--- src/hw/rtl/ema_mom_pkg.sv ---
// ----------------------------------------------------------------------------
// EMA and momentum signal package
// Widths, constants, shared types and the saturating earnings adder.
// ----------------------------------------------------------------------------
package ema_mom_pkg;

   localparam int PRICE_W       = 32;
   localparam int WINDOW        = 100;
   localparam int HISTORY_DEPTH = 128;
   localparam int EMA_FRAC_BITS = 16;

   localparam int EMA_W       = PRICE_W + EMA_FRAC_BITS;
   localparam int EMA_LEVEL_W = 48;
   localparam int EARN_W      = 48;
   localparam int SUM_W       = EARN_W + 1;
   localparam int THR_W       = 11;
   localparam int ACTION_W    = 2;

   localparam int TOTAL_W = PRICE_W + $clog2(WINDOW + 1);
   localparam int SLOT_W  = $clog2(HISTORY_DEPTH);
   localparam int CNT_W   = $clog2(WINDOW + 2);

   localparam int DVS_W     = $clog2(WINDOW + 2);
   localparam int DIV_BITS  = 8;
   localparam int DIV_ITERS = (TOTAL_W + EMA_FRAC_BITS + 1 + DIV_BITS - 1) / DIV_BITS;
   localparam int NUM_W     = DIV_ITERS * DIV_BITS;
   localparam int ITER_W    = $clog2(DIV_ITERS);
   localparam int SEED_HALF = WINDOW / 2;
   localparam int UPD_HALF  = (WINDOW + 1) / 2;

   localparam int MOM_W = PRICE_W + THR_W + 2;
   localparam logic signed [7:0] PCT_SCALE = 8'sd100;

   localparam logic signed [EARN_W-1:0] EARN_MAX = {1'b0, {(EARN_W-1){1'b1}}};
   localparam logic signed [EARN_W-1:0] EARN_MIN = {1'b1, {(EARN_W-1){1'b0}}};

   typedef enum logic [ACTION_W-1:0] {
      ACT_NONE = 2'd0,
      ACT_BUY  = 2'd1,
      ACT_SELL = 2'd2
   } action_type;

   typedef struct packed {
      logic [PRICE_W-1:0] price;
      logic [TOTAL_W-1:0] total;
      logic [PRICE_W-1:0] then_val;
      logic [PRICE_W:0]   mom_diff;
   } job_type;

   typedef struct packed {
      logic             start;
      logic [NUM_W-1:0] num;
      logic [DVS_W-1:0] dvs;
   } div_req_type;

   typedef struct packed {
      logic             done;
      logic [NUM_W-1:0] quotient;
   } div_rsp_type;

   function automatic logic signed [EARN_W-1:0] sat_add(
      input logic signed [EARN_W-1:0] a,
      input logic signed [PRICE_W:0]  d
   );
      logic signed [SUM_W-1:0]  s;
      logic signed [EARN_W-1:0] r;
      s = SUM_W'(a) + SUM_W'(d);
      if (s[SUM_W-1] != s[SUM_W-2]) begin
         r = s[SUM_W-1] ? EARN_MIN : EARN_MAX;
      end else begin
         r = s[EARN_W-1:0];
      end
      return r;
   endfunction

endpackage

--- src/hw/rtl/ema_mom_ring.sv ---
// ----------------------------------------------------------------------------
// EMA and momentum price ring
// Stores prices in a ring memory, keeps the window sum and hands each
// evaluated beat to the signal core with its snapshot of the history.
// ----------------------------------------------------------------------------
module ema_mom_ring
   import ema_mom_pkg::*;
(
   input  logic               clock,
   input  logic               reset,
   input  logic               req_valid,
   output logic               req_ready,
   input  logic [PRICE_W-1:0] req_trade_price,
   input  logic               job_take,
   output logic               job_valid,
   output job_type            job
);

   logic [PRICE_W-1:0] ring_mem [HISTORY_DEPTH];
   logic [PRICE_W-1:0] rd_data_ff;
   logic [SLOT_W-1:0]  slot_ff;
   logic [SLOT_W-1:0]  rd_addr;
   logic [CNT_W-1:0]   cnt_ff;
   logic [TOTAL_W-1:0] total_ff;
   logic [TOTAL_W-1:0] total_in;
   logic               a_valid_ff;
   logic               a_emit_ff;
   logic               a_sub_ff;
   logic [PRICE_W-1:0] a_price_ff;
   logic [PRICE_W-1:0] a_now_ff;
   logic [PRICE_W-1:0] last_ff;
   logic [PRICE_W-1:0] then_ff;
   logic               job_valid_ff;
   logic               job_valid_in;
   job_type            job_ff;
   logic               acc;

   assign req_ready = !a_valid_ff && !job_valid_ff;
   assign acc       = req_valid && req_ready;
   assign rd_addr   = slot_ff - SLOT_W'(WINDOW);
   assign job_valid = job_valid_ff;
   assign job       = job_ff;

   always_ff @(posedge clock) begin
      if (acc) begin
         ring_mem[slot_ff] <= req_trade_price;
         rd_data_ff        <= ring_mem[rd_addr];
      end
   end

   always_comb begin
      total_in = total_ff - (a_sub_ff ? TOTAL_W'(rd_data_ff) : '0) + TOTAL_W'(a_price_ff);
   end

   always_comb begin
      priority if (a_valid_ff && a_emit_ff) begin
         job_valid_in = 1'b1;
      end else if (job_take) begin
         job_valid_in = 1'b0;
      end else begin
         job_valid_in = job_valid_ff;
      end
   end

   always_ff @(posedge clock) begin
      if (reset) begin
         slot_ff      <= '0;
         cnt_ff       <= '0;
         total_ff     <= '0;
         a_valid_ff   <= 1'b0;
         job_valid_ff <= 1'b0;
      end else begin
         a_valid_ff   <= acc;
         job_valid_ff <= job_valid_in;
         if (acc) begin
            slot_ff <= slot_ff + 1'b1;
            if (cnt_ff <= CNT_W'(WINDOW)) begin
               cnt_ff <= cnt_ff + 1'b1;
            end
         end
         if (a_valid_ff) begin
            total_ff <= total_in;
         end
      end
   end

   always_ff @(posedge clock) begin
      if (acc) begin
         a_price_ff <= req_trade_price;
         a_now_ff   <= last_ff;
         last_ff    <= req_trade_price;
         a_emit_ff  <= cnt_ff > CNT_W'(WINDOW);
         a_sub_ff   <= cnt_ff >= CNT_W'(WINDOW);
      end
      if (a_valid_ff) begin
         then_ff         <= rd_data_ff;
         job_ff.price    <= a_price_ff;
         job_ff.total    <= total_ff;
         job_ff.then_val <= then_ff;
         job_ff.mom_diff <= {1'b0, a_now_ff} - {1'b0, then_ff};
      end
   end

endmodule

--- config.mk ---
export PLATFORM = sky130hd
export DESIGN_NAME = ema_mom_ring
export DESIGN_NICKNAME = d
export VERILOG_FILES = /design/src/hw/rtl/ema_mom_pkg.sv /design/src/hw/rtl/ema_mom_ring.sv
export SDC_FILE = /design/constraint.sdc
export NUM_CORES = 2
export LEC_CHECK = 0
export BUFFER_PORTS_ARGS = -buffer_cell sky130_fd_sc_hd__buf_2
export CORE_ASPECT_RATIO = 1.25
export CORE_MARGIN = 1.5
export CORE_UTILIZATION = 32
export DETAILED_ROUTE_END_ITERATION = 16
export MAX_ROUTING_LAYER = met4
export SYNTH_ARGS = -nofsm -noshare
export SYNTH_HDL_FRONTEND = slang
export SYNTH_SLANG_ARGS = --single-unit
export TNS_END_PERCENT = 1
--- constraint.sdc ---
create_clock -name clock -period 8.2 [get_ports clock]
set_input_delay 0 -clock clock [delete_from_list [all_inputs] [get_ports clock]]
set_output_delay 0 -clock clock [all_outputs]
set_load 0.02 [all_outputs]
After elaboration in Yosys (flattened, before gate mapping)
Memories as Yosys holds them, arrays and structs flattened. A register that Yosys moved wholly into a read port is not among the register bits. Index checks and enable logic that the tools add are counted.

Add/sub/neg operators: 6. Multipliers: 0. Divide/modulo/power cells: 0. Order comparisons: 3. Equality and inequality tests: 0. Shift operators: 0. Mux-type cells: 5. Bitwise gates (word level): 0. Reductions and logical operators: 7.

Operator list (number): adder 39 x 32 -> 39 bit (1); subtractor 39 x 32 -> 39 bit (1); subtractor 32 x 32 -> 33 bit (1); two-way mux 32 bit (1); adder 7 x 1 -> 7 bit, second input constant (2); >= comparator 7 bit, second input constant (1); greater-than comparator 7 bit, second input constant (1); <= comparator 7 bit, second input constant (1); subtractor 7 bit, second input constant (1); two-way mux 1 bit (4); logical AND 1 bit (3); zero test 1 bit (2); AND reduction 2 bit (1); nonzero test 2 bit (1).

Register bits after elaboration: 289. Bits in latches: 0. Bits in writable memories: 4096. ROM bits: 0. Bits of input ports: 36. Word-level logic and storage cells: 36. Memories: 1.

Memories: ring_mem (depth 128, width 32, rd ports 1, clocked after memory_dff 1, write ports 1, RTL line ema_mom_ring.sv:19) `logic [PRICE_W-1:0] ring_mem [HISTORY_DEPTH];`.

Longest topological paths before layout
Depth after elaboration: 5. Depth in mapped cells: 17. Mapped depth without buffers: 15.

Worst setup path after synthesis
No wires, ideal clock.

Path kind: register to register. Start point: register a_valid_ff. End point: memory ring_mem[127][0], enable pin. Arrival time: 9.008 ns. Data required time: 7.779 ns. Path slack: -1.229 ns. Stages on the path, launching flop included: 8. Buffers on the path: 2. Clock period less this slack: 9.429 ns. Path through: dfxtp_1 nor2_1 nand2_1 inv_1 clkbuf_1 nand2_1 clkbuf_1 nor2_1.

Longest elaborated chain between the ends: 5.

RTL lines: from (decl) (RTL line ema_mom_ring.sv:26) `logic a_valid_ff;`; from (signal assigned) (RTL line ema_mom_ring.sv:70) `a_valid_ff <= 1'b0;`; from (signal assigned) (RTL line ema_mom_ring.sv:73) `a_valid_ff <= acc;`; zero test 1 bit (RTL line ema_mom_ring.sv:38) `assign req_ready = !a_valid_ff && !job_valid_ff;`; logical AND 1 bit (RTL line ema_mom_ring.sv:38); net req_ready (RTL line ema_mom_ring.sv:12) `output logic req_ready,`; logical AND 1 bit (RTL line ema_mom_ring.sv:39) `assign acc = req_valid && req_ready;`; net acc (RTL line ema_mom_ring.sv:36) `logic acc;`; two-way mux 1 bit (RTL line ema_mom_ring.sv:45) `if (acc) begin`; two-way mux 1 bit (implied by the code) (RTL line ema_mom_ring.sv:46) `ring_mem[slot_ff] <= req_trade_price;`; to (decl) (RTL line ema_mom_ring.sv:19).

The timed path passes the listed nets, and every way through them passes these cells.

Worst setup path after layout
Start point: register slot_ff[2]. End point: register rd_data_ff[7] (read register of ring_mem), data pin.

Longest elaborated chain between the ends: 1.

RTL lines: from (decl) (RTL line ema_mom_ring.sv:21) `logic [SLOT_W-1:0] slot_ff;`; from (signal assigned) (RTL line ema_mom_ring.sv:76) `slot_ff <= slot_ff + 1'b1;`; subtractor 7 bit (RTL line ema_mom_ring.sv:40) `assign rd_addr = slot_ff - SLOT_W'(WINDOW);`; to (decl) (RTL line ema_mom_ring.sv:20) `logic [PRICE_W-1:0] rd_data_ff;`.

No other way between the ends. A chain may end at the register's enable or synchronous reset.

==> flow_metrics.tcl <==
set metrics [dict create \
    place_hpwl_um 319500 \
    grt_pass1_vias 97283 \
    yosys.cell_types.count 93 \
    syn_inst 10080 \
    ys_seq_area_share_pct 75.85 \
    cp-start-kind "flip-flop" \
    finalHoldViolations 0 \
    grt.overflow.total 0 \
    die_area_um2 548700 \
    via_per_inst 5.712 \
    cts_root_buffer "clkbuf_16" \
    ir_drop_mv 0.1806 \
    clock-sinks 4417 \
    h-tree-depth 5 \
    post_cts_buffers 0 \
    final_area_um2 197800 \
    slew_headroom_pct -5.743 \
    drtPass1Iterations 6 \
    outcome "complete, but fails checks" \
    fin_crit_sh_pct 72.00 \
    postCtsHoldBufs 43 \
    cts_resized 0 \
    synthMostInstantiatedCell "edfxtp_1" \
    synth_flop_cell "edfxtp_1" \
    finalWirelength_um 576000 \
    wl_per_cell_um 32.19 \
    critPathArrivalTime_ns 6.70 \
    setup_violations 0 \
    cts_tree "built" \
    yosys-top-cells-count "4362 x edfxtp_1, 577 x mux2i_1, 574 x a21oi_1" \
    drive_above_1_share_pct 16.51 \
    place_congestion 0.8906 \
    die_x_um 662.8 \
    async_reset_ff_share_pct 0 \
    fp.dieH_um 827.8 \
    nNetsFinal 10557 \
    ios 174 \
    finalClockSkew_ns 0.05924 \
    syn_to_final_growth_pct 13.60 \
    clk_pin_slew_worst_paths_ns 0.07 \
    cap_viol_max_count 6 \
    hold_class "primary input to flip-flop" \
    rows 302 \
    core_um2 541500 \
    antenna_found_initial 41 \
    avgSynthCellArea_um2 17.28 \
    ys_warn_count 0 \
    vias 102224 \
    grt_pass1_wl_um 791000 \
    syn-num-nets 10225 \
    leakagePower_nw 60.05 \
    cts_buffers 395 \
    start_util_pct 32.16 \
    drv_slew 30 \
    grt_max_degree 112 \
    end_kind "flip-flop" \
    yosys-top-cells-area "edfxtp_1 75%, mux2i_1 3.3%, mux4_2 3.2%, a21oi_1 1.6%, a221oi_1 1.3%" \
    yosys.area.top_type "edfxtp_1" \
    yosys.area.top_type_share_pct 75.21 \
    max_freq_ghz 0.1694 \
    cts.path.max_buffers 4 \
    synth_edf_count 4362 \
    ys_seq_elements 4417 \
    rsz0062_at_grt "false" \
    port_buffers 173 \
    clk_latency_ns 1.02 \
    ant_nets 0 \
    netlist_area_um2 174100 \
    tns_ns 0 \
    drt_iter0_drc 15030 \
    layout_min_cycle_time_ns 5.904 \
    track_usage_pct 20.84 \
    worstPathMaxFanout 88 \
    tightest_slew_ns 1.561 \
    worstSetupPathType "flip-flop to flip-flop" \
    holdWs_ns 0.03272 \
    violations "capacitance limit, slew limit" \
    power.density_nw_per_um2 242.1 \
    placed_area_um2 184800 \
    drc 0 \
    crit_required_ns 9.00 \
]
==> final timing paths <==
check	slack, ns	cells past startpoint	start	to
hold reg to reg	0.43	0	total_ff[3]	job[68]
hold / removal	0.03	2	req_trade_price[3]	ring_mem[126][3]
setup / recovery	2.30	10	slot_ff[2]	rd_data_ff[7]
setup reg to reg	2.30	10	slot_ff[2]	rd_data_ff[7]
==> critical path, stage by stage, from the launching register on <==
cell	delay [ns]
dfxtp_4	0.79
inv_4	0.52
ha_4	0.53
buf_12	0.45
buf_4	0.57
a221oi_1	0.10
o21ai_0	0.11
a21oi_1	0.06
o311ai_0	1.14
nand3_1	0.94
o31ai_1	0.33
==> layer usage <==
| layer | part of all wire [%] | track usage, % | routed length [um] |
|---|---|---|---|
| met1 | 37 | 25.54 | 213300 |
| met2 | 48 | 33.58 | 274100 |
| met3 | 9.6 | 3.368 | 55090 |
| met4 | 5.8 | 10.46 | 33450 |
| met5 | 0 | - | 0 |
==> cell type report <==
type / count / area [um2]
fill: 50044 / 343600
timing repair buffer: 589 / 4720
multi-input combinational: 4806 / 38660
tap: 7144 / 8939
sequential: 4417 / 132100
clock inverter: 228 / 2140
antenna: 30 / 75.07
clock buffer: 479 / 10410
inverter: 203 / 794.5
==> report_power, final <==
part           total, mW  leakage [nW]  internal (mW)  switching (mW)
combinational       4.25          14.2           1.26            2.99
sequential          25.1          39.8           25.0           0.151
clock               18.5          6.08           10.1            8.35
==> registers in the layout, indices dropped and copies added, names as in the netlist <==
signal      cells
a_emit_ff       1
a_now_ff       32
a_sub_ff        1
a_valid_ff      1
cnt_ff          7
job           136
job_valid       1
last_ff        32
rd_data_ff     32
ring_mem     4096
slot_ff         7
then_ff        32
total_ff       39
==> cell usage in the layout (no fill, tap or decap), drive strengths merged, types with 22 or more instances in the layout <==
cell type,instances
mux4,246
a311oi,55
a31oi,29
a21o,31
clkbuf,479
xor2,24
fa,33
dlygate4sd3,43
buf,546
mux2i,577
o2111ai,22
o211ai,76
edfxtp,4362
xnor2,49
inv,212
o22ai,22
clkinvlp,23
mux2,200
dfxtp,55
o221ai,73
a221o,79
nor3,48
ha,76
bufinv,35
clkinv,161
a211oi,123
o21ai,469
o31ai,23
and2,37
a22o,99
nand2,458
diode,30
a2111oi,42
a221oi,281
nand3,42
nor2,556
o311ai,48
a22oi,221
a21oi,574
==> cells by family (layout without fill, tap and decap cells) <==
| kind of cell | count (synthesis) | in the layout | share of synthesized area [%] |
|---|---|---|---|
| multiplexers | 1023 | 1023 | 7.795 |
| XOR/XNOR | 73 | 73 | 0.3671 |
| adder cells (fa/ha/maj) | 109 | 109 | 0.9254 |
| AO/OA/AOI/OAI | 2360 | 2360 | 9.339 |
| buffers and inverters | 857 | 1499 | 2.727 |
| other | 0 | 30 | 0 |
| flip-flops | 4417 | 4417 | 75.85 |
| AND/OR/NAND/NOR | 1241 | 1241 | 3.000 |
==> stage by stage <==
stage | util, % | total power [mW] | worst slack [ns] | cells
after global routing | 36.53 | 49.03 | 2.481 | 17891
final | 36.54 | 47.89 | 2.296 | 17896
after CTS | 36.52 | 47.99 | 2.531 | 17866
after global placement | 34.10 | 29.75 | 2.017 | 17106
after floorplan | - | 27.92 | 0.1606 | 10080
after detailed placement | 34.13 | 29.80 | 2.537 | 17116
Note: power is estimated with default switching activity, not from simulation.
