File: config.mk
export PLATFORM = sky130hd
export DESIGN_NAME = ema_mom_core
export DESIGN_NICKNAME = d
export VERILOG_FILES = /design/src/hw/rtl/ema_mom_pkg.sv /design/src/hw/rtl/ema_mom_div.sv /design/src/hw/rtl/ema_mom_core.sv
export SDC_FILE = /design/constraint.sdc
export NUM_CORES = 2
export LEC_CHECK = 0
export BUFFER_PORTS_ARGS = -buffer_cell sky130_fd_sc_hd__buf_4
export CAP_MARGIN = 25
export CORE_AREA = 3 3 308 310
export DETAILED_ROUTE_END_ITERATION = 6
export DIE_AREA = 0 0 311 313
export PLACE_DENSITY = 0.87
export SYNTH_ARGS = -nofsm -noshare
export SYNTH_HDL_FRONTEND = slang
export SYNTH_SLANG_ARGS = --single-unit
File: constraint.sdc
create_clock -name clock -period 14.41 [get_ports clock]
set_input_delay 1.441 -clock clock [delete_from_list [all_inputs] [get_ports clock]]
set_output_delay 1.441 -clock clock [all_outputs]
set_load 0.05 [all_outputs]
File: src/hw/rtl/ema_mom_pkg.sv
// ----------------------------------------------------------------------------
// EMA and momentum signal package
// Widths, constants, shared types and the saturating earnings adder.
// ----------------------------------------------------------------------------
package ema_mom_pkg;

   localparam int PRICE_W       = 32;
   localparam int WINDOW        = 100;
   localparam int HISTORY_DEPTH = 128;
   localparam int EMA_FRAC_BITS = 16;

   localparam int EMA_W       = PRICE_W + EMA_FRAC_BITS;
   localparam int EMA_LEVEL_W = 48;
   localparam int EARN_W      = 48;
   localparam int SUM_W       = EARN_W + 1;
   localparam int THR_W       = 11;
   localparam int ACTION_W    = 2;

   localparam int TOTAL_W = PRICE_W + $clog2(WINDOW + 1);
   localparam int SLOT_W  = $clog2(HISTORY_DEPTH);
   localparam int CNT_W   = $clog2(WINDOW + 2);

   localparam int DVS_W     = $clog2(WINDOW + 2);
   localparam int DIV_BITS  = 8;
   localparam int DIV_ITERS = (TOTAL_W + EMA_FRAC_BITS + 1 + DIV_BITS - 1) / DIV_BITS;
   localparam int NUM_W     = DIV_ITERS * DIV_BITS;
   localparam int ITER_W    = $clog2(DIV_ITERS);
   localparam int SEED_HALF = WINDOW / 2;
   localparam int UPD_HALF  = (WINDOW + 1) / 2;

   localparam int MOM_W = PRICE_W + THR_W + 2;
   localparam logic signed [7:0] PCT_SCALE = 8'sd100;

   localparam logic signed [EARN_W-1:0] EARN_MAX = {1'b0, {(EARN_W-1){1'b1}}};
   localparam logic signed [EARN_W-1:0] EARN_MIN = {1'b1, {(EARN_W-1){1'b0}}};

   typedef enum logic [ACTION_W-1:0] {
      ACT_NONE = 2'd0,
      ACT_BUY  = 2'd1,
      ACT_SELL = 2'd2
   } action_type;

   typedef struct packed {
      logic [PRICE_W-1:0] price;
      logic [TOTAL_W-1:0] total;
      logic [PRICE_W-1:0] then_val;
      logic [PRICE_W:0]   mom_diff;
   } job_type;

   typedef struct packed {
      logic             start;
      logic [NUM_W-1:0] num;
      logic [DVS_W-1:0] dvs;
   } div_req_type;

   typedef struct packed {
      logic             done;
      logic [NUM_W-1:0] quotient;
   } div_rsp_type;

   function automatic logic signed [EARN_W-1:0] sat_add(
      input logic signed [EARN_W-1:0] a,
      input logic signed [PRICE_W:0]  d
   );
      logic signed [SUM_W-1:0]  s;
      logic signed [EARN_W-1:0] r;
      s = SUM_W'(a) + SUM_W'(d);
      if (s[SUM_W-1] != s[SUM_W-2]) begin
         r = s[SUM_W-1] ? EARN_MIN : EARN_MAX;
      end else begin
         r = s[EARN_W-1:0];
      end
      return r;
   endfunction

endpackage

File: src/hw/rtl/ema_mom_div.sv
// ----------------------------------------------------------------------------
// EMA and momentum constant divider
// Restoring division by a small divisor, eight quotient bits per cycle.
// ----------------------------------------------------------------------------
module ema_mom_div
   import ema_mom_pkg::*;
(
   input  logic        clock,
   input  logic        reset,
   input  div_req_type div_req,
   output div_rsp_type div_rsp
);

   logic [NUM_W-1:0]  work_ff;
   logic [NUM_W-1:0]  work_in;
   logic [DVS_W-1:0]  rem_ff;
   logic [DVS_W-1:0]  rem_in;
   logic [DVS_W-1:0]  dvs_ff;
   logic [ITER_W-1:0] iter_ff;
   logic              busy_ff;
   logic              done_ff;

   always_comb begin
      logic [DVS_W:0] trial;
      rem_in  = rem_ff;
      work_in = work_ff;
      for (int i = 0; i < DIV_BITS; i++) begin
         trial   = {rem_in, work_in[NUM_W-1]};
         work_in = {work_in[NUM_W-2:0], 1'b0};
         if (trial >= {1'b0, dvs_ff}) begin
            rem_in     = DVS_W'(trial - {1'b0, dvs_ff});
            work_in[0] = 1'b1;
         end else begin
            rem_in = trial[DVS_W-1:0];
         end
      end
   end

   always_ff @(posedge clock) begin
      if (reset) begin
         busy_ff <= 1'b0;
         done_ff <= 1'b0;
         iter_ff <= '0;
      end else begin
         done_ff <= 1'b0;
         if (div_req.start) begin
            busy_ff <= 1'b1;
            iter_ff <= '0;
         end else if (busy_ff) begin
            iter_ff <= iter_ff + 1'b1;
            if (iter_ff == ITER_W'(DIV_ITERS - 1)) begin
               busy_ff <= 1'b0;
               done_ff <= 1'b1;
            end
         end
      end
   end

   always_ff @(posedge clock) begin
      if (div_req.start) begin
         work_ff <= div_req.num;
         rem_ff  <= '0;
         dvs_ff  <= div_req.dvs;
      end else if (busy_ff) begin
         work_ff <= work_in;
         rem_ff  <= rem_in;
      end
   end

   assign div_rsp.done     = done_ff;
   assign div_rsp.quotient = work_ff;

endmodule

File: src/hw/rtl/ema_mom_core.sv
// ----------------------------------------------------------------------------
// EMA and momentum signal core
// Seeds and updates the moving average, evaluates both strategies, keeps
// their positions and earnings and holds the result beat for the output.
// ----------------------------------------------------------------------------
module ema_mom_core
   import ema_mom_pkg::*;
(
   input  logic                     clock,
   input  logic                     reset,
   input  logic                     csr_wr_en,
   input  logic signed [THR_W-1:0]  csr_momentum_threshold_pct,
   input  logic                     job_valid,
   input  job_type                  job,
   output logic                     job_take,
   output logic                     rsp_valid,
   input  logic                     rsp_ready,
   output logic [EMA_LEVEL_W-1:0]   rsp_ema_level,
   output logic [ACTION_W-1:0]      rsp_ema_action,
   output logic                     rsp_ema_in_position,
   output logic signed [EARN_W-1:0] rsp_ema_profit,
   output logic [ACTION_W-1:0]      rsp_momentum_action,
   output logic                     rsp_momentum_in_position,
   output logic signed [EARN_W-1:0] rsp_momentum_profit
);

   typedef enum logic [3:0] {
      ST_IDLE   = 4'b0001,
      ST_PREP   = 4'b0010,
      ST_DIV    = 4'b0100,
      ST_SIGNAL = 4'b1000
   } state_type;

   state_type state_ff;
   state_type state_in;

   logic signed [THR_W-1:0]  thr_ff;
   logic [EMA_W-1:0]         ema_ff;
   logic [EMA_W-1:0]         ema_in;
   logic                     started_ff;
   logic                     ema_hold_ff;
   logic signed [EARN_W-1:0] ema_earn_ff;
   logic                     mom_hold_ff;
   logic signed [EARN_W-1:0] mom_earn_ff;

   logic [PRICE_W-1:0]       w_price_ff;
   logic [TOTAL_W-1:0]       w_total_ff;
   logic                     w_then_zero_ff;
   logic                     w_ge_ff;
   logic [EMA_W-1:0]         w_mag_ff;
   logic signed [MOM_W-1:0]  lhs_ff;
   logic signed [MOM_W-1:0]  rhs_ff;
   logic signed [EARN_W-1:0] ema_buy_earn_ff;
   logic signed [EARN_W-1:0] ema_sell_earn_ff;
   logic signed [EARN_W-1:0] mom_buy_earn_ff;
   logic signed [EARN_W-1:0] mom_sell_earn_ff;

   logic [EMA_W-1:0]         job_pfx;
   logic [EMA_W-1:0]         w_pfx;
   logic signed [PRICE_W:0]  price_s;
   logic                     out_free;
   logic                     sig_fire;
   logic                     ema_buy;
   logic                     ema_sell;
   logic                     mom_buy;
   logic                     mom_sell;
   logic                     ema_hold_in;
   logic                     mom_hold_in;
   logic signed [EARN_W-1:0] ema_earn_in;
   logic signed [EARN_W-1:0] mom_earn_in;
   action_type               ema_act_in;
   action_type               mom_act_in;

   logic                     rsp_valid_ff;
   logic                     rsp_valid_in;
   logic [EMA_LEVEL_W-1:0]   rsp_level_ff;
   action_type               rsp_ema_act_ff;
   logic                     rsp_ema_pos_ff;
   logic signed [EARN_W-1:0] rsp_ema_profit_ff;
   action_type               rsp_mom_act_ff;
   logic                     rsp_mom_pos_ff;
   logic signed [EARN_W-1:0] rsp_mom_profit_ff;

   div_req_type div_req;
   div_rsp_type div_rsp;

   ema_mom_div u_div (
      .clock   (clock),
      .reset   (reset),
      .div_req (div_req),
      .div_rsp (div_rsp)
   );

   assign out_free = !rsp_valid_ff || rsp_ready;
   assign sig_fire = (state_ff == ST_SIGNAL) && out_free;
   assign job_take = job_valid && ((state_ff == ST_IDLE) || sig_fire);
   assign job_pfx  = {job.price, {EMA_FRAC_BITS{1'b0}}};
   assign w_pfx    = {w_price_ff, {EMA_FRAC_BITS{1'b0}}};
   assign price_s  = signed'({1'b0, w_price_ff});

   always_comb begin
      state_in = state_ff;
      unique case (state_ff)
         ST_IDLE: begin
            if (job_valid) begin
               state_in = ST_PREP;
            end
         end
         ST_PREP: begin
            state_in = ST_DIV;
         end
         ST_DIV: begin
            if (div_rsp.done) begin
               state_in = ST_SIGNAL;
            end
         end
         ST_SIGNAL: begin
            if (out_free) begin
               state_in = job_valid ? ST_PREP : ST_IDLE;
            end
         end
         default: begin
            state_in = ST_IDLE;
         end
      endcase
   end

   always_comb begin
      div_req.start = (state_ff == ST_PREP);
      if (started_ff) begin
         div_req.num = (NUM_W'(w_mag_ff) << 1) + NUM_W'(UPD_HALF);
         div_req.dvs = DVS_W'(WINDOW + 1);
      end else begin
         div_req.num = (NUM_W'(w_total_ff) << EMA_FRAC_BITS) + NUM_W'(SEED_HALF);
         div_req.dvs = DVS_W'(WINDOW);
      end
   end

   always_comb begin
      if (!started_ff) begin
         ema_in = div_rsp.quotient[EMA_W-1:0];
      end else if (w_ge_ff) begin
         ema_in = ema_ff + div_rsp.quotient[EMA_W-1:0];
      end else begin
         ema_in = ema_ff - div_rsp.quotient[EMA_W-1:0];
      end
   end

   always_comb begin
      ema_buy  = (w_pfx < ema_ff) && !ema_hold_ff;
      ema_sell = (w_pfx > ema_ff) && ema_hold_ff;
      mom_buy  = !w_then_zero_ff && (lhs_ff > rhs_ff) && !mom_hold_ff;
      mom_sell = !w_then_zero_ff && (lhs_ff < rhs_ff) && mom_hold_ff;

      ema_hold_in = ema_hold_ff;
      ema_earn_in = ema_earn_ff;
      ema_act_in  = ACT_NONE;
      priority if (ema_buy) begin
         ema_hold_in = 1'b1;
         ema_earn_in = ema_buy_earn_ff;
         ema_act_in  = ACT_BUY;
      end else if (ema_sell) begin
         ema_hold_in = 1'b0;
         ema_earn_in = ema_sell_earn_ff;
         ema_act_in  = ACT_SELL;
      end

      mom_hold_in = mom_hold_ff;
      mom_earn_in = mom_earn_ff;
      mom_act_in  = ACT_NONE;
      priority if (mom_buy) begin
         mom_hold_in = 1'b1;
         mom_earn_in = mom_buy_earn_ff;
         mom_act_in  = ACT_BUY;
      end else if (mom_sell) begin
         mom_hold_in = 1'b0;
         mom_earn_in = mom_sell_earn_ff;
         mom_act_in  = ACT_SELL;
      end
   end

   always_comb begin
      priority if (sig_fire) begin
         rsp_valid_in = 1'b1;
      end else if (rsp_ready) begin
         rsp_valid_in = 1'b0;
      end else begin
         rsp_valid_in = rsp_valid_ff;
      end
   end

   always_ff @(posedge clock) begin
      if (reset) begin
         state_ff     <= ST_IDLE;
         thr_ff       <= '0;
         ema_ff       <= '0;
         started_ff   <= 1'b0;
         ema_hold_ff  <= 1'b0;
         ema_earn_ff  <= '0;
         mom_hold_ff  <= 1'b0;
         mom_earn_ff  <= '0;
         rsp_valid_ff <= 1'b0;
      end else begin
         state_ff     <= state_in;
         rsp_valid_ff <= rsp_valid_in;
         if (csr_wr_en) begin
            thr_ff <= csr_momentum_threshold_pct;
         end
         if ((state_ff == ST_DIV) && div_rsp.done) begin
            ema_ff     <= ema_in;
            started_ff <= 1'b1;
         end
         if (sig_fire) begin
            ema_hold_ff <= ema_hold_in;
            ema_earn_ff <= ema_earn_in;
            mom_hold_ff <= mom_hold_in;
            mom_earn_ff <= mom_earn_in;
         end
      end
   end

   always_ff @(posedge clock) begin
      if (job_take) begin
         w_price_ff     <= job.price;
         w_total_ff     <= job.total;
         w_then_zero_ff <= (job.then_val == '0);
         w_ge_ff        <= job_pfx >= ema_ff;
         w_mag_ff       <= (job_pfx >= ema_ff) ? job_pfx - ema_ff : ema_ff - job_pfx;
         lhs_ff         <= MOM_W'(signed'(job.mom_diff)) * MOM_W'(PCT_SCALE);
         rhs_ff         <= MOM_W'(thr_ff) * MOM_W'(signed'({1'b0, job.then_val}));
      end
      if (state_ff == ST_PREP) begin
         ema_buy_earn_ff  <= sat_add(ema_earn_ff, -price_s);
         ema_sell_earn_ff <= sat_add(ema_earn_ff, price_s);
         mom_buy_earn_ff  <= sat_add(mom_earn_ff, -price_s);
         mom_sell_earn_ff <= sat_add(mom_earn_ff, price_s);
      end
      if (sig_fire) begin
         rsp_level_ff      <= EMA_LEVEL_W'(ema_ff);
         rsp_ema_act_ff    <= ema_act_in;
         rsp_ema_pos_ff    <= ema_hold_in;
         rsp_ema_profit_ff <= ema_earn_in;
         rsp_mom_act_ff    <= mom_act_in;
         rsp_mom_pos_ff    <= mom_hold_in;
         rsp_mom_profit_ff <= mom_earn_in;
      end
   end

   assign rsp_valid                = rsp_valid_ff;
   assign rsp_ema_level            = rsp_level_ff;
   assign rsp_ema_action           = rsp_ema_act_ff;
   assign rsp_ema_in_position      = rsp_ema_pos_ff;
   assign rsp_ema_profit           = rsp_ema_profit_ff;
   assign rsp_momentum_action      = rsp_mom_act_ff;
   assign rsp_momentum_in_position = rsp_mom_pos_ff;
   assign rsp_momentum_profit      = rsp_mom_profit_ff;

endmodule

# Yosys cells after proc, flatten, opt, wreduce, memory -nomap -nowiden
# Cells that the tools add are included.
[word_totals] inputBits=152 out_inout_bits=152 regBits=789 word_cells=153
[classes] bitwise=1 n_lt_le_gt_ge=13 multipliers=2 muxes=51 addsub=20 eq_ne=12 n_reduce_logical=21
[ops] cell="2-to-1 mux 48 bit" n=15
[ops] cell="adder 48 x 33 -> 49 bit" n=4
[ops] cell="subtractor 48 bit" n=3
[ops] cell="2-to-1 mux 56 bit" n=2
[ops] cell="greater-or-equal comparator 8 x 7 -> 1 bit" n=8
[ops] cell="2-to-1 mux 63 bit" n=1
[ops] cell="adder 55 x 6 -> 56 bit (second input constant)" n=1
[ops] cell="2-to-1 mux 7 bit" n=8
[ops] cell="subtractor 7 bit" n=8
[ops] cell="adder 49 x 6 -> 50 bit (second input constant)" n=1
[ops] cell="adder 48 bit" n=1
[ops] cell="greater-or-equal comparator 48 bit" n=1
[ops] cell="greater-than comparator 48 bit" n=1
[ops] cell="< comparator 48 bit" n=1
[ops] cell="greater-than comparator 45 bit" n=1
[ops] cell="< comparator 45 bit" n=1
[ops] cell="multiplier 11 x 33 -> 44 bit" n=1
[ops] cell="multiplier 33 x 6 -> 39 bit (second input constant)" n=1
[ops] cell="negator 32 -> 33 bit" n=1
[ops] cell="logical NOT 32 bit" n=1
[ops] cell="2-to-1 mux 1 bit" n=18
[ops] cell="case mux 4 bit (4 select lines)" n=1
[ops] cell="2-to-1 mux 4 bit" n=3
[ops] cell="logical AND 1 bit" n=9
[ops] cell="other kinds (17)" n=28

# Logic depth before layout (Yosys ltp)
[logic_depth] depth_word=18 depth_mapped=44

# Hierarchy
# A second synthesis with hierarchy kept.
[hier_totals] cells_unflattened=7102 area_unflattened_um2=66944.2
[modules_own_cells] module="ema_mom_core" area_per_inst_um2=60689.5 cells_per_inst=6516 instances=1
[modules_own_cells] module="ema_mom_div" area_per_inst_um2=6254.7 cells_per_inst=586 instances=1

# Worst setup path after synthesis
# OpenSTA, ideal clock, no wires.
[synth_timing] kind="register to register" start="register u_div.dvs_ff[0]" end="register u_div.work_ff[0] (data pin)" stages_incl_launch_ff=42 path_slack_ns=4.604 required_time_ns=13.910 setup_ns=0.500 t_arrival_ns=9.306 cell_sequence="edfxtp_1 ha_1 and3b_1 o41ai_4 mux2_2 ha_1 inv_1 a41oi_2 a21oi_2 o32a_1 mux2_4 ha_1 o21a_1 a21oi_2 o21ai_2 mux2_2 ha_1 inv_1 [6 not listed] a211oi_1 nor2_1 ha_1 o21bai_2 and4_1 nor2_1 o21a_1 ha_1 inv_1 and3_1 o32ai_2 mux2_2 ha_1 nor2_1 mux2_4 a2111o_1 a21oi_4 nor2_1"
[synth_between] elab_chain_len=18
[synth_lines] element="start, declared" line="ema_mom_div.sv:18" source="logic [DVS_W-1:0] dvs_ff;"
[synth_lines] element="start signal, assigned" line="ema_mom_div.sv:63" source="dvs_ff <= div_req.dvs;"
[synth_lines] element="subtractor 7 bit or greater-or-equal comparator 8 x 7 -> 1 bit (tied branches)" line="ema_mom_div.sv:31, ema_mom_div.sv:30"
[synth_lines] element="2-to-1 mux 7 bit" line="ema_mom_div.sv:30" source="if (trial >= {1'b0, dvs_ff}) begin"
[synth_lines] element="subtractor 7 bit or greater-or-equal comparator 8 x 7 -> 1 bit (tied branches)" line="ema_mom_div.sv:31, ema_mom_div.sv:30"
[synth_lines] element="2-to-1 mux 7 bit" line="ema_mom_div.sv:30"
[synth_lines] element="subtractor 7 bit or greater-or-equal comparator 8 x 7 -> 1 bit (tied branches)" line="ema_mom_div.sv:31, ema_mom_div.sv:30"
[synth_lines] element="2-to-1 mux 7 bit" line="ema_mom_div.sv:30"
[synth_lines] element="subtractor 7 bit or greater-or-equal comparator 8 x 7 -> 1 bit (tied branches)" line="ema_mom_div.sv:31, ema_mom_div.sv:30"
[synth_lines] element="2-to-1 mux 7 bit" line="ema_mom_div.sv:30"
[synth_lines] element="[2 not listed]"
[synth_lines] element="subtractor 7 bit or greater-or-equal comparator 8 x 7 -> 1 bit (tied branches)" line="ema_mom_div.sv:31, ema_mom_div.sv:30"
[synth_lines] element="2-to-1 mux 7 bit" line="ema_mom_div.sv:30"
[synth_lines] element="subtractor 7 bit or greater-or-equal comparator 8 x 7 -> 1 bit (tied branches)" line="ema_mom_div.sv:31, ema_mom_div.sv:30"
[synth_lines] element="2-to-1 mux 7 bit" line="ema_mom_div.sv:30"
[synth_lines] element="greater-or-equal comparator 8 x 7 -> 1 bit *" line="ema_mom_div.sv:30"
[synth_lines] element="2-to-1 mux 1 bit *" line="ema_mom_div.sv:30"
[synth_lines] element="2-to-1 mux 56 bit *" line="ema_mom_div.sv:64" source="end else if (busy_ff) begin"
[synth_lines] element="2-to-1 mux 56 bit *" line="ema_mom_div.sv:60" source="if (div_req.start) begin"
[synth_lines] element="end signal, assigned" line="ema_mom_div.sv:61" source="work_ff <= div_req.num;"
[synth_lines] element="end signal, assigned" line="ema_mom_div.sv:65" source="work_ff <= work_in;"
[synth_lines] element="end, declared" line="ema_mom_div.sv:14" source="logic [NUM_W-1:0] work_ff;"
# Every way passes the cells marked *; elsewhere a longest branch is shown, timed or not. The select of a mux whose other input is x is not followed.
# A chain may end at the register's enable or synchronous reset.

# Worst setup path in the final report
[layout_timing] start="register u_div.dvs_ff[0]" end="register u_div.rem_ff[0]"
[layout_between] elab_chain_len=16
[layout_lines] element="subtractor 7 bit or greater-or-equal comparator 8 x 7 -> 1 bit (tied branches)" line="ema_mom_div.sv:31, ema_mom_div.sv:30"
[layout_lines] element="2-to-1 mux 7 bit" line="ema_mom_div.sv:30"
[layout_lines] element="subtractor 7 bit or greater-or-equal comparator 8 x 7 -> 1 bit (tied branches)" line="ema_mom_div.sv:31, ema_mom_div.sv:30"
[layout_lines] element="2-to-1 mux 7 bit" line="ema_mom_div.sv:30"
[layout_lines] element="subtractor 7 bit or greater-or-equal comparator 8 x 7 -> 1 bit (tied branches)" line="ema_mom_div.sv:31, ema_mom_div.sv:30"
[layout_lines] element="2-to-1 mux 7 bit" line="ema_mom_div.sv:30"
[layout_lines] element="subtractor 7 bit or greater-or-equal comparator 8 x 7 -> 1 bit (tied branches)" line="ema_mom_div.sv:31, ema_mom_div.sv:30"
[layout_lines] element="2-to-1 mux 7 bit" line="ema_mom_div.sv:30"
[layout_lines] element="subtractor 7 bit or greater-or-equal comparator 8 x 7 -> 1 bit (tied branches)" line="ema_mom_div.sv:31, ema_mom_div.sv:30"
[layout_lines] element="2-to-1 mux 7 bit" line="ema_mom_div.sv:30"
[layout_lines] element="subtractor 7 bit or greater-or-equal comparator 8 x 7 -> 1 bit (tied branches)" line="ema_mom_div.sv:31, ema_mom_div.sv:30"
[layout_lines] element="2-to-1 mux 7 bit" line="ema_mom_div.sv:30"
[layout_lines] element="subtractor 7 bit or greater-or-equal comparator 8 x 7 -> 1 bit (tied branches)" line="ema_mom_div.sv:31, ema_mom_div.sv:30"
[layout_lines] element="2-to-1 mux 7 bit" line="ema_mom_div.sv:30"
[layout_lines] element="greater-or-equal comparator 8 x 7 -> 1 bit" line="ema_mom_div.sv:30"
[layout_lines] element="2-to-1 mux 7 bit *" line="ema_mom_div.sv:30"
[layout_lines] element="end signal, assigned" line="ema_mom_div.sv:66" source="rem_ff <= rem_in;"
[layout_lines] element="end, declared" line="ema_mom_div.sv:16" source="logic [DVS_W-1:0] rem_ff;"
# Every way passes the cells marked *; elsewhere a longest branch is shown, timed or not.

==> results.sh <==
export IMPL_run_status="finished clean"
export IMPL_area_growth_pct=10.31
export IMPL_drive_above_1_share_pct=8.498
export IMPL_design_power_total_uw=12570
export IMPL_finalWorstPathRequiredPeriod_ps=11350
export IMPL_max_clock_path_buffers=3
export IMPL_post_synth_cell_area_avg_um2=9.445
export IMPL_die_area_mm2=0.09734
export IMPL_worst_slew_pin_slew_ps=1030
export IMPL_vias=50980
export IMPL_synth_most_common_cell="sky130_fd_sc_hd__nand2_1"
export IMPL_crit_required_ps=15010
export IMPL_wire_length_of_the_first_global_routing_pass_um=267700
export IMPL_synth_ff_latch_count=778
export IMPL_wire_per_inst_um=21.01
export IMPL_totalNegativeSetupSlack_ps=0
export IMPL_detail_route_antenna_nets=0
export IMPL_critical_path_startpoint_type="flip-flop"
export IMPL_global_route_total_overflow=0
export IMPL_final_setup_skew_ps=27.72
export IMPL_synthTopCellsByArea="sky130_fd_sc_hd__edfxtp_1, sky130_fd_sc_hd__ha_1, sky130_fd_sc_hd__fa_1"
export IMPL_number_of_gates_resized_after_cts=0
export IMPL_stdcell_area_mm2=0.06901
export IMPL_gpl_final_weighted_congestion=1.002
export IMPL_final_net_count=7848
export IMPL_coreArea_mm2=0.09194
export IMPL_pin_count=304
export IMPL_die_y_um=313
export IMPL_dr_pass1_iters=6
export IMPL_power_density_cell_area_mw_per_mm2=182.1
export IMPL_maximum_number_of_pins_on_one_net_before_global_route_repair=127
export IMPL_path_max_fanout=8
export IMPL_critical_path_max_stage_delay_ps=570
export IMPL_die_width_um=311
export IMPL_hpwl_um=125500
export IMPL_finalCritPeriodShare_pct=78.74
export IMPL_clock_sinks=778
export IMPL_drc=0
export IMPL_ys_async_sr_fraction_pct=0
export IMPL_fmaxAchievable_mhz=88.13
export IMPL_worst_setup_hold_path_clk_slew_ps=70
export IMPL_maximum_resistive_drop_on_vdd_mv=0.5806
export IMPL_hold_viol=0
export IMPL_cell_area_after_synthesis_mm2=0.06257
export IMPL_total_leakage_power_uw=0.02995
export IMPL_tritoncts="done"
export IMPL_rows=111
export IMPL_initial_core_util_pct=68.05
export IMPL_crit_path_frequent_cell="sky130_fd_sc_hd__ha_1"
export IMPL_holdPathStages=2
export IMPL_avgViaCountPerCell=6.265
export IMPL_ys_warn_count=0
export IMPL_total_routing_usage_gr_pct=34.41
export IMPL_worst_endpoint_arrival_ps=11940
export IMPL_synth_seq_area_share_pct=34.54
export IMPL_max_cap_viol=0
export IMPL_io_buffer_count=303
export IMPL_ys_top_cells_by_count="sky130_fd_sc_hd__nand2_1, sky130_fd_sc_hd__inv_1, sky130_fd_sc_hd__edfxtp_1"
export IMPL_worst_r2r_path_depth=43
export IMPL_post_cts_buffers=0
export IMPL_grt_setup_unrepaired="no"
export IMPL_synth_edff_count=603
export IMPL_routed_wirelength_um=170900
export IMPL_ys_dominant_reg_cell="sky130_fd_sc_hd__edfxtp_1"
export IMPL_post_synth_top_area_cell="sky130_fd_sc_hd__edfxtp_1"
export IMPL_cts_made_buffers=86
export IMPL_kind_of_critical_path="flip-flop to flip-flop"
export IMPL_setup_viol=0
export IMPL_cp_end_kind="flip-flop"
export IMPL_slew_headroom_pct=31.31
export IMPL_netlist_area_leader_share_pct=28.94
export IMPL_cts_root_buffer_cell="sky130_fd_sc_hd__clkbuf_16"
export IMPL_grt_antenna_before_repair=17
export IMPL_placed_cell_area_mm2=0.06586
export IMPL_syn_num_nets=7660
export IMPL_cpMaxStageDelayCell="sky130_fd_sc_hd__edfxtp_1"
export IMPL_worst_skew_pair_late_latency_ps=670
export IMPL_cts_hold_buffers_added=0
export IMPL_timing_final_max_slew_violations=0
export IMPL_netlist_instances=6624
export IMPL_htreeDepth=3
export IMPL_synth_cell_types=117
export IMPL_drt_first_iter_violations=4712
export IMPL_min_path_type="flip-flop to flip-flop"
export IMPL_vias_in_the_first_global_route=50350
sequential cells by signal, indices dropped and copies added (netlist names), 48 cells and up:
register,cells
u_div.work_ff,56
ema_buy_earn_ff,48
ema_earn_ff,48
ema_ff,48
ema_sell_earn_ff,48
mom_buy_earn_ff,48
mom_earn_ff,48
mom_sell_earn_ff,48
rsp_ema_level,48
rsp_ema_profit,48
rsp_momentum_profit,48
w_mag_ff,48
report_power, final:
part           total, uW  switching, uW  internal (uW)
clock               2350            949           1400
sequential          2800            116           2680
combinational       7420           4500           2920
total              12600           5560           7010
area by class of cell:
class	instances	area, um2
Antenna cell	10	25.02
Clock buffer	122	2492
Clock inverter	38	500.5
Fill cell	6309	22930
Inverter	683	2579
Multi-Input combinational cell	4913	37500
Sequential cell	778	21610
Tap cell	1243	1555
Timing Repair Buffer	350	2751
per-layer routing:
| metal | share of wire (%) | track usage [%] |
|---|---|---|
| met1 | 39 | 44.67 |
| met2 | 46 | 55.96 |
| met3 | 8.8 | 6.056 |
| met4 | 5.4 | 17.17 |
| met5 | 0.051 | 0 |
per-stage QoR:
step,instances,setup WS [ps],util [%],hold WS [ps]
2_1_floorplan,6624,4604,-,428.3
3_3_place_gp,7961,3366,71.60,466.7
3_5_place_dp,7962,3206,71.63,473.5
4_1_cts,8122,3163,74.89,481.2
5_1_grt,8135,2459,75.06,497.7
6_report,8137,3064,75.06,487.6
worst paths after layout:
kind	slack, ps	startpoint	to
hold / removal	490	ema_earn_ff[0]$_SDFFE_PP0P_	ema_earn_ff[0]$_SDFFE_PP0P_
setup / recovery	3060	u_div.dvs_ff[0]$_DFFE_PP_	u_div.rem_ff[0]$_SDFFE_PP0P_
hold reg to reg	490	ema_earn_ff[0]$_SDFFE_PP0P_	ema_earn_ff[0]$_SDFFE_PP0P_
setup reg to reg	3060	u_div.dvs_ff[0]$_DFFE_PP_	u_div.rem_ff[0]$_SDFFE_PP0P_
cells by family after synthesis:
| group | count (synthesis) | share of synthesized area, % |
|---|---|---|
| and+or+nand+nor | 1913 | 14.48 |
| AOI/OAI and AO/OA | 1496 | 14.81 |
| buffers and inverters | 933 | 5.634 |
| adders and majority gates | 896 | 21.55 |
| DFF | 778 | 34.54 |
| xor gates and xnor gates | 435 | 6.126 |
| muxes | 173 | 2.852 |
cell usage in the layout (no fill, tap or decap), drive strengths merged, types with 19 or more instances in the layout:
cell,synthesis,routed
a211oi,61,61
a21boi,26,26
a21o,150,150
a21oi,585,585
a31oi,33,33
and2,198,198
and3,46,46
buf,34,350
clkbuf,216,122
clkinv,1,19
dfxtp,175,175
edfxtp,603,603
fa,307,307
ha,577,577
inv,682,686
mux2,20,20
mux2i,153,153
nand2,714,714
nand2b,90,90
nand3,101,101
nand4,53,53
nor2,405,405
nor2b,66,66
nor3,104,104
nor4,32,32
o211ai,25,25
o21a,37,37
o21ai,350,350
o21bai,50,50
o31ai,34,34
or3,42,42
xnor2,255,255
xor2,180,180
critical path: cells and delay by family, from the launching register on:
kind | cells | cell delay (ps)
AO/OA/AOI/OAI | 16 | 4190
adder cells (fa/ha/maj) | 9 | 2360
buffers and inverters | 3 | 310
flip-flops | 1 | 570
multiplexers | 6 | 2060
AND/OR/NAND/NOR | 9 | 1760
Power figures use the tool's default switching activity.
